`src/rtl/core/ostc_pkg.sv`:
```
// shared widths, command codes, register offsets and the request type of the timer core
package ostc_pkg;

    // field widths
    localparam int unsigned CMD_W   = 2;
    localparam int unsigned ADDR_W  = 12;
    localparam int unsigned DATA_W  = 32;
    localparam int unsigned COUNT_W = 64;

    // command codes
    localparam logic [CMD_W-1:0] CMD_TICK  = 2'd0;
    localparam logic [CMD_W-1:0] CMD_READ  = 2'd1;
    localparam logic [CMD_W-1:0] CMD_WRITE = 2'd2;

    // register byte offsets
    localparam logic [ADDR_W-1:0] REG_ENABLE  = 12'h000;
    localparam logic [ADDR_W-1:0] REG_DISABLE = 12'h004;
    localparam logic [ADDR_W-1:0] REG_CNT_HI  = 12'h008;
    localparam logic [ADDR_W-1:0] REG_CNT_LO  = 12'h00C;
    localparam logic [ADDR_W-1:0] REG_CONTROL = 12'h010;
    localparam logic [ADDR_W-1:0] REG_COMPARE = 12'h014;
    localparam logic [ADDR_W-1:0] REG_FLAG    = 12'h018;
    localparam logic [ADDR_W-1:0] REG_MASK    = 12'h01C;

    // one request as held in the input register
    typedef struct packed {
        logic [CMD_W-1:0]  command;
        logic [ADDR_W-1:0] address;
        logic [DATA_W-1:0] write_data;
    } t_req;

endpackage

```
`src/rtl/core/ostc_if.sv`:
```
// request and response channel interfaces of the timer core
interface ostc_req_if;
    logic                          valid;
    logic                          ready;
    logic [ostc_pkg::CMD_W-1:0]    command;
    logic [ostc_pkg::ADDR_W-1:0]   address;
    logic [ostc_pkg::DATA_W-1:0]   write_data;

    modport source (output valid, output command, output address, output write_data,
                    input ready);
    modport sink   (input valid, input command, input address, input write_data,
                    output ready);
endinterface

interface ostc_rsp_if;
    logic                          valid;
    logic                          ready;
    logic [ostc_pkg::DATA_W-1:0]   read_data;
    logic                          irq;

    modport source (output valid, output read_data, output irq, input ready);
    modport sink   (input valid, input read_data, input irq, output ready);
endinterface

```
`src/rtl/core/os_timer_compare_irq_core.sv`:
```
// top level of the timer core: input register, register file and result register
//
// Tick-driven 64-bit timer with a compare interrupt behind a small register window.
// Request channel i_req carries command (tick, register read, register write),
// a 12-bit byte address and 32-bit write data. Response channel o_rsp returns one
// response per request: read_data (zero for ticks, writes and unknown offsets) and
// irq, the interrupt level after that request.
// An accepted request waits in the input register and executes as it moves into
// the result register, from which its response is offered on o_rsp.
// Throughput: one request per cycle unless the receiver stalls; the counter
// increment and 64-bit compare are combinational between the two registers.
// Reset (synchronous, active low) clears the timer disabled, counter, control,
// compare, flag, mask and irq to zero, and empties both pipeline registers.
// When the receiver stalls, the response holds in the result register, one more
// request waits in the input register, and i_req.ready drops until o_rsp.ready
// returns; no request is lost or executed twice.
module os_timer_compare_irq_core (
    input  logic        i_clk,
    input  logic        i_rst_n,
    ostc_req_if.sink    i_req,
    ostc_rsp_if.source  o_rsp
);

    logic                        r_s1_vld;
    ostc_pkg::t_req              r_s1_req;
    logic                        r_out_vld;
    logic [ostc_pkg::DATA_W-1:0] r_out_rd;
    logic                        r_out_irq;
    logic                        adv;
    logic [ostc_pkg::DATA_W-1:0] exec_rd;
    logic                        exec_irq;

    // a request executes when the result register is free or being emptied
    assign adv         = r_s1_vld && (!r_out_vld || o_rsp.ready);
    assign i_req.ready = !r_s1_vld || adv;

    // input register
    always_ff @(posedge i_clk) begin
        if (!i_rst_n) begin
            r_s1_vld <= 1'b0;
        end else if (i_req.ready) begin
            r_s1_vld <= i_req.valid;
        end
    end

    always_ff @(posedge i_clk) begin
        if (i_req.ready && i_req.valid) begin
            r_s1_req.command    <= i_req.command;
            r_s1_req.address    <= i_req.address;
            r_s1_req.write_data <= i_req.write_data;
        end
    end

    ostc_regs u_regs (
        .i_clk       (i_clk),
        .i_rst_n     (i_rst_n),
        .i_exec      (adv),
        .i_req       (r_s1_req),
        .o_read_data (exec_rd),
        .o_irq       (exec_irq)
    );

    // result register
    always_ff @(posedge i_clk) begin
        if (!i_rst_n) begin
            r_out_vld <= 1'b0;
        end else if (adv) begin
            r_out_vld <= 1'b1;
        end else if (o_rsp.ready) begin
            r_out_vld <= 1'b0;
        end
    end

    always_ff @(posedge i_clk) begin
        if (adv) begin
            r_out_rd  <= exec_rd;
            r_out_irq <= exec_irq;
        end
    end

    assign o_rsp.valid     = r_out_vld;
    assign o_rsp.read_data = r_out_rd;
    assign o_rsp.irq       = r_out_irq;

endmodule

```
`src/rtl/core/ostc_regs.sv`:
```
// register file, 64-bit counter and compare logic of the timer core
module ostc_regs (
    input  logic                        i_clk,
    input  logic                        i_rst_n,
    input  logic                        i_exec,
    input  ostc_pkg::t_req              i_req,
    output logic [ostc_pkg::DATA_W-1:0] o_read_data,
    output logic                        o_irq
);

    logic                          r_run,     n_run;
    logic [ostc_pkg::COUNT_W-1:0]  r_count,   n_count;
    logic [ostc_pkg::DATA_W-1:0]   r_control, n_control;
    logic [ostc_pkg::DATA_W-1:0]   r_compare, n_compare;
    logic                          r_flag,    n_flag;
    logic [ostc_pkg::DATA_W-1:0]   r_mask,    n_mask;
    logic                          r_irq,     n_irq;
    logic [ostc_pkg::DATA_W-1:0]   rd;

    // next state and read data for the request in the input register
    always_comb begin
        n_run     = r_run;
        n_count   = r_count;
        n_control = r_control;
        n_compare = r_compare;
        n_flag    = r_flag;
        n_mask    = r_mask;
        n_irq     = r_irq;
        rd        = '0;
        case (i_req.command)
            ostc_pkg::CMD_TICK: begin
                if (r_run) begin
                    n_count = r_count + 64'd1;
                    // compare at full width against the zero-extended compare value
                    if ((n_count[63:32] != 32'd0) || (n_count[31:0] >= r_compare)) begin
                        n_flag = 1'b1;
                        if (!r_mask[0]) begin
                            n_irq = 1'b1;
                        end
                    end
                end
            end
            ostc_pkg::CMD_READ: begin
                case (i_req.address)
                    ostc_pkg::REG_ENABLE:  rd = {31'd0, r_run};
                    ostc_pkg::REG_CNT_HI:  rd = r_count[63:32];
                    ostc_pkg::REG_CNT_LO:  rd = r_count[31:0];
                    ostc_pkg::REG_CONTROL: rd = r_control;
                    ostc_pkg::REG_COMPARE: rd = r_compare;
                    ostc_pkg::REG_FLAG:    rd = {31'd0, r_flag};
                    ostc_pkg::REG_MASK:    rd = r_mask;
                    default:               rd = '0;
                endcase
            end
            ostc_pkg::CMD_WRITE: begin
                case (i_req.address)
                    ostc_pkg::REG_ENABLE:  n_run = i_req.write_data[0];
                    ostc_pkg::REG_DISABLE: begin
                        if (i_req.write_data[0]) begin
                            n_run = 1'b0;
                        end
                    end
                    ostc_pkg::REG_CONTROL: n_control = i_req.write_data;
                    ostc_pkg::REG_COMPARE: n_compare = i_req.write_data;
                    ostc_pkg::REG_FLAG: begin
                        // write one to clear; a clear flag always drops the line
                        if (i_req.write_data[0]) begin
                            n_flag = 1'b0;
                        end
                        if (!n_flag) begin
                            n_irq = 1'b0;
                        end
                    end
                    ostc_pkg::REG_MASK:    n_mask = i_req.write_data;
                    default:               n_run = r_run;
                endcase
            end
            default: rd = '0;
        endcase
    end

    // state update when the request moves to the result register
    always_ff @(posedge i_clk) begin
        if (!i_rst_n) begin
            r_run     <= 1'b0;
            r_count   <= '0;
            r_control <= '0;
            r_compare <= '0;
            r_flag    <= 1'b0;
            r_mask    <= '0;
            r_irq     <= 1'b0;
        end else if (i_exec) begin
            r_run     <= n_run;
            r_count   <= n_count;
            r_control <= n_control;
            r_compare <= n_compare;
            r_flag    <= n_flag;
            r_mask    <= n_mask;
            r_irq     <= n_irq;
        end
    end

    assign o_read_data = rd;
    assign o_irq       = n_irq;

endmodule

```
`src/flat_wrapper.sv`:
```
// flat-port wrapper written by rule: the top's interface ports become plain ports
module os_timer_compare_irq_core_flat 
  (i_clk, i_rst_n, i_req_valid, i_req_command, i_req_address, i_req_write_data, i_req_ready, o_rsp_valid, o_rsp_read_data, o_rsp_irq, o_rsp_ready);
  ostc_req_if i_req_i ();
  ostc_rsp_if o_rsp_i ();
  input  logic i_clk;
  input  logic i_rst_n;
  input wire logic [$bits(i_req_i.valid)-1:0] i_req_valid;
  input wire logic [$bits(i_req_i.command)-1:0] i_req_command;
  input wire logic [$bits(i_req_i.address)-1:0] i_req_address;
  input wire logic [$bits(i_req_i.write_data)-1:0] i_req_write_data;
  output wire logic [$bits(i_req_i.ready)-1:0] i_req_ready;
  output wire logic [$bits(o_rsp_i.valid)-1:0] o_rsp_valid;
  output wire logic [$bits(o_rsp_i.read_data)-1:0] o_rsp_read_data;
  output wire logic [$bits(o_rsp_i.irq)-1:0] o_rsp_irq;
  input wire logic [$bits(o_rsp_i.ready)-1:0] o_rsp_ready;
  assign i_req_i.valid = i_req_valid;
  assign i_req_i.command = i_req_command;
  assign i_req_i.address = i_req_address;
  assign i_req_i.write_data = i_req_write_data;
  assign i_req_ready = i_req_i.ready;
  assign o_rsp_valid = o_rsp_i.valid;
  assign o_rsp_read_data = o_rsp_i.read_data;
  assign o_rsp_irq = o_rsp_i.irq;
  assign o_rsp_i.ready = o_rsp_ready;
  os_timer_compare_irq_core u_core (.i_clk(i_clk), .i_rst_n(i_rst_n), .i_req(i_req_i), .o_rsp(o_rsp_i));
endmodule
```
`config.mk`:
```
export PLATFORM = sky130hd
export DESIGN_NAME = os_timer_compare_irq_core_flat
export DESIGN_NICKNAME = d
export VERILOG_FILES = /design/src/rtl/core/ostc_pkg.sv /design/src/rtl/core/ostc_if.sv /design/src/rtl/core/os_timer_compare_irq_core.sv /design/src/rtl/core/ostc_regs.sv /design/src/flat_wrapper.sv
export SDC_FILE = /design/constraint.sdc
export NUM_CORES = 1
export LEC_CHECK = 0
export ABC_CLOCK_PERIOD_IN_PS = 5750
export BUFFER_PORTS_ARGS = -buffer_cell sky130_fd_sc_hd__buf_4
export CORE_MARGIN = 2
export CORE_UTILIZATION = 35
export CTS_BUF_LIST = sky130_fd_sc_hd__clkbuf_8 sky130_fd_sc_hd__clkbuf_16
export DETAILED_ROUTE_END_ITERATION = 8
export SLEW_MARGIN = 20
export SYNTH_ARGS = -nofsm -noshare
export SYNTH_HDL_FRONTEND = slang
export SYNTH_SLANG_ARGS = --single-unit
```
`constraint.sdc`:
```
create_clock -name i_clk -period 5.75 [get_ports i_clk]
set_input_delay 1.15 -clock i_clk [delete_from_list [all_inputs] [get_ports i_clk]]
set_output_delay 1.15 -clock i_clk [all_outputs]
set_load 0.02 [all_outputs]
```
==> results_dict.tcl <==
set metrics [dict create \
    crit_fanout 8 \
    cts-root-buf "clkbuf_16" \
    ant_nets 0 \
    clock_skew_ns 0.0368 \
    cts_tree "done" \
    fin_crit_sh 0.743 \
    initial_core_util 0.357 \
    status "finished, final reports clean" \
    synth_flop_cell "dfxtp_1" \
    critPathArrivalTime_ns 4.58 \
    synth.cell_area_um2 12400 \
    syn_inst 1405 \
    synthMuxAreaShare 0 \
    synth_cell_types 62 \
    hold_buffers 0 \
    synth_compound_area_frac 0.177 \
    die_height_um 192 \
    final-setup-viol-count 0 \
    cp-start-kind "register" \
    holdWs_ns 0.461 \
    first_iter_violations 859 \
    worst_pin_slew_ns 1.06 \
    finalMaxSlewViolations 0 \
    leakage_nw 4.66 \
    synthSimpleGateAreaFrac 0.220 \
    place_inst 1856 \
    clock_sinks 244 \
    clk_latency_ns 0.56 \
    cts_resized 0 \
    io_pins 85 \
    finalCriticalPeriod_ns 4.27 \
    fmax_mhz 234 \
    antenna_found_initial 0 \
    yosysSeqAreaShare 0.458 \
    cts_buffers 27 \
    syn_nets 1488 \
    synth_top_family_by_area "simple AND/OR/NAND/NOR gates" \
    post-route-drc-count 0 \
    layout-drive-gt1-share 0.116 \
    synth_edf_count 79 \
    multi_input_area_um2 6190 \
    dp_hpwl_um 25000 \
    fp.dieArea_um2 36900 \
    viasPerCell 5.36 \
    hold_path_class "reg2reg" \
    track_usage 0.193 \
    synth-async-reset-ratio 0 \
    relSlewSlack 0.296 \
    tns_ns 0 \
    core_um2 34700 \
    p_per_area_nw_per_um2 260 \
    port_buffers 84 \
    antenna_cells 0 \
    grt_overflow 0 \
    synthXorXnorAreaFrac 0.0643 \
    die_x_um 192 \
    placed_area_um2 13400 \
    endpoint_kind "register" \
    clk_pin_slew_ns 0.06 \
    crit_required_ns 6.06 \
    grt_pass1_wl_um 56000 \
    cts_buffer_depth 3 \
    htree_levels 1 \
    grt_max_degree 105 \
    report.final.hold_viol_count 0 \
    power_mw 3.70 \
    rsz0062_at_grt "false" \
    syn_avg_cell_area_um2 8.82 \
    finalNetCount 1513 \
    final_cell_area_um2 14300 \
    synth_warnings 0 \
    first_global_vias 9720 \
    wire_per_inst_um 18.5 \
    cap_viol_max_count 0 \
    area_delta_synth_final_pct 15.0 \
    finalWeightedCongestion 0.938 \
    first_pass_iters 5 \
    yosys_register_bits 244 \
    setup.worst_path.class "reg2reg" \
    fill_cells 3443 \
    final_cells 1906 \
    drt_wl_total_um 35300 \
    ff_latch_area_um2 5680 \
    routed-via-count 10200 \
    cts_setup_buffers 0 \
    synthAdderAreaFrac 0.0333 \
    ir_worst_vdd_mv 0.205 \
    rows 68 \
]
[logic make-up after synthesis]
group / Yosys count
simple gates: 562
compound gates: 328
flops: 244
buf+inv: 147
xor+xnor: 91
fa+ha+maj: 33
[critical path, stage by stage (launching register included)]
cell and delay, ns:
dfxtp_1 0.46, ha_1 0.29, nand3_4 0.13, or3_4 0.43, or3_1 0.53, nor3_1 0.23
xor2_1 0.19, ha_1 0.27, nand4_1 0.12, nor4_1 0.11, a21oi_1 0.16, nand4_1 0.10
a41oi_1 0.17, nand4_1 0.12, nor3_2 0.32, a31oi_1 0.13, a32o_1 0.29
[power by group]
| group | switching [mW] | leakage [nW] | total, mW | internal, mW |
|---|---|---|---|---|
| Sequential | 0.0217 | 2.07 | 1.83 | 1.81 |
| Clock | 0.721 | 0.473 | 1.75 | 1.03 |
| Combinational | 0.0661 | 2.12 | 0.116 | 0.0499 |
[flip-flops by register name, summed over array words and instances (netlist names), 32 cells and up]
name                     cells
u_core.u_regs.r_control     32
u_core.r_s1_req             46
u_core.u_regs.r_count       64
u_core.u_regs.r_compare     32
u_core.o_rsp.read_data      32
u_core.u_regs.r_mask        32
[metrics by stage]
| stage | setup WS, ns | util |
|---|---|---|
| final | 1.48 | 0.411 |
| after global routing | 1.30 | 0.411 |
| after CTS | 1.50 | 0.411 |
| after detailed placement | 1.52 | 0.385 |
| after global placement | 1.67 | 0.385 |
| after floorplan | 2.00 | - |
[synthesized netlist by cell type (14+ instances only)]
library cell	count	area, um^2
o21ai_0	62	310
nor2_1	44	165
xor2_1	32	280
and2_1	43	269
nand4_1	34	213
nand3_1	37	185
a21oi_1	49	245
buf_2	19	95.1
a22oi_1	62	465
nand2_1	291	1090
a21boi_0	117	878
nor3_1	19	95.1
inv_1	41	154
edfxtp_1	79	2370
nor4_1	14	87.6
or3_1	22	138
dfxtp_1	165	3300
clkbuf_1	81	304
ha_1	33	413
xnor2_1	59	517
[cell usage in the layout, fill, tap and decap left out, drive strengths merged, types with 49 or more instances in the layout]
| cell type | count |
|---|---|
| inv | 53 |
| xnor2 | 59 |
| dfxtp | 165 |
| a21oi | 49 |
| edfxtp | 79 |
| buf | 102 |
| nand2 | 291 |
| a22oi | 62 |
| o21ai | 63 |
| a21boi | 118 |
[routing by layer]
metal	track usage	wire [um]
met5	0	0
met1	0.276	16700
met2	0.305	15900
met4	0.0549	847
met3	0.0225	1800
[area by class of cell]
class,count,share of cell area
clock inverter,20,0.0127
timing repair buffer,102,0.0537
sequential,244,0.398
inverter,41,0.0108
clock buffer,30,0.0503
tap,455,0.0399
multi-input combinational,1014,0.434
[final timing paths]
| kind | startpoint | end | slack, ns | depth (start not counted) |
|---|---|---|---|---|
| worst max-delay path | u_core.u_regs.r_count[0] | u_core.o_rsp.irq | 1.48 | 16 |
| worst min-delay path | u_core.u_regs.r_compare[7] | u_core.u_regs.r_compare[7] | 0.46 | 2 |
| worst max register to register | u_core.u_regs.r_count[0] | u_core.o_rsp.irq | 1.48 | 16 |
| worst min register to register | u_core.u_regs.r_compare[7] | u_core.u_regs.r_compare[7] | 0.46 | 2 |
Note: power is estimated with default switching activity, not from simulation.
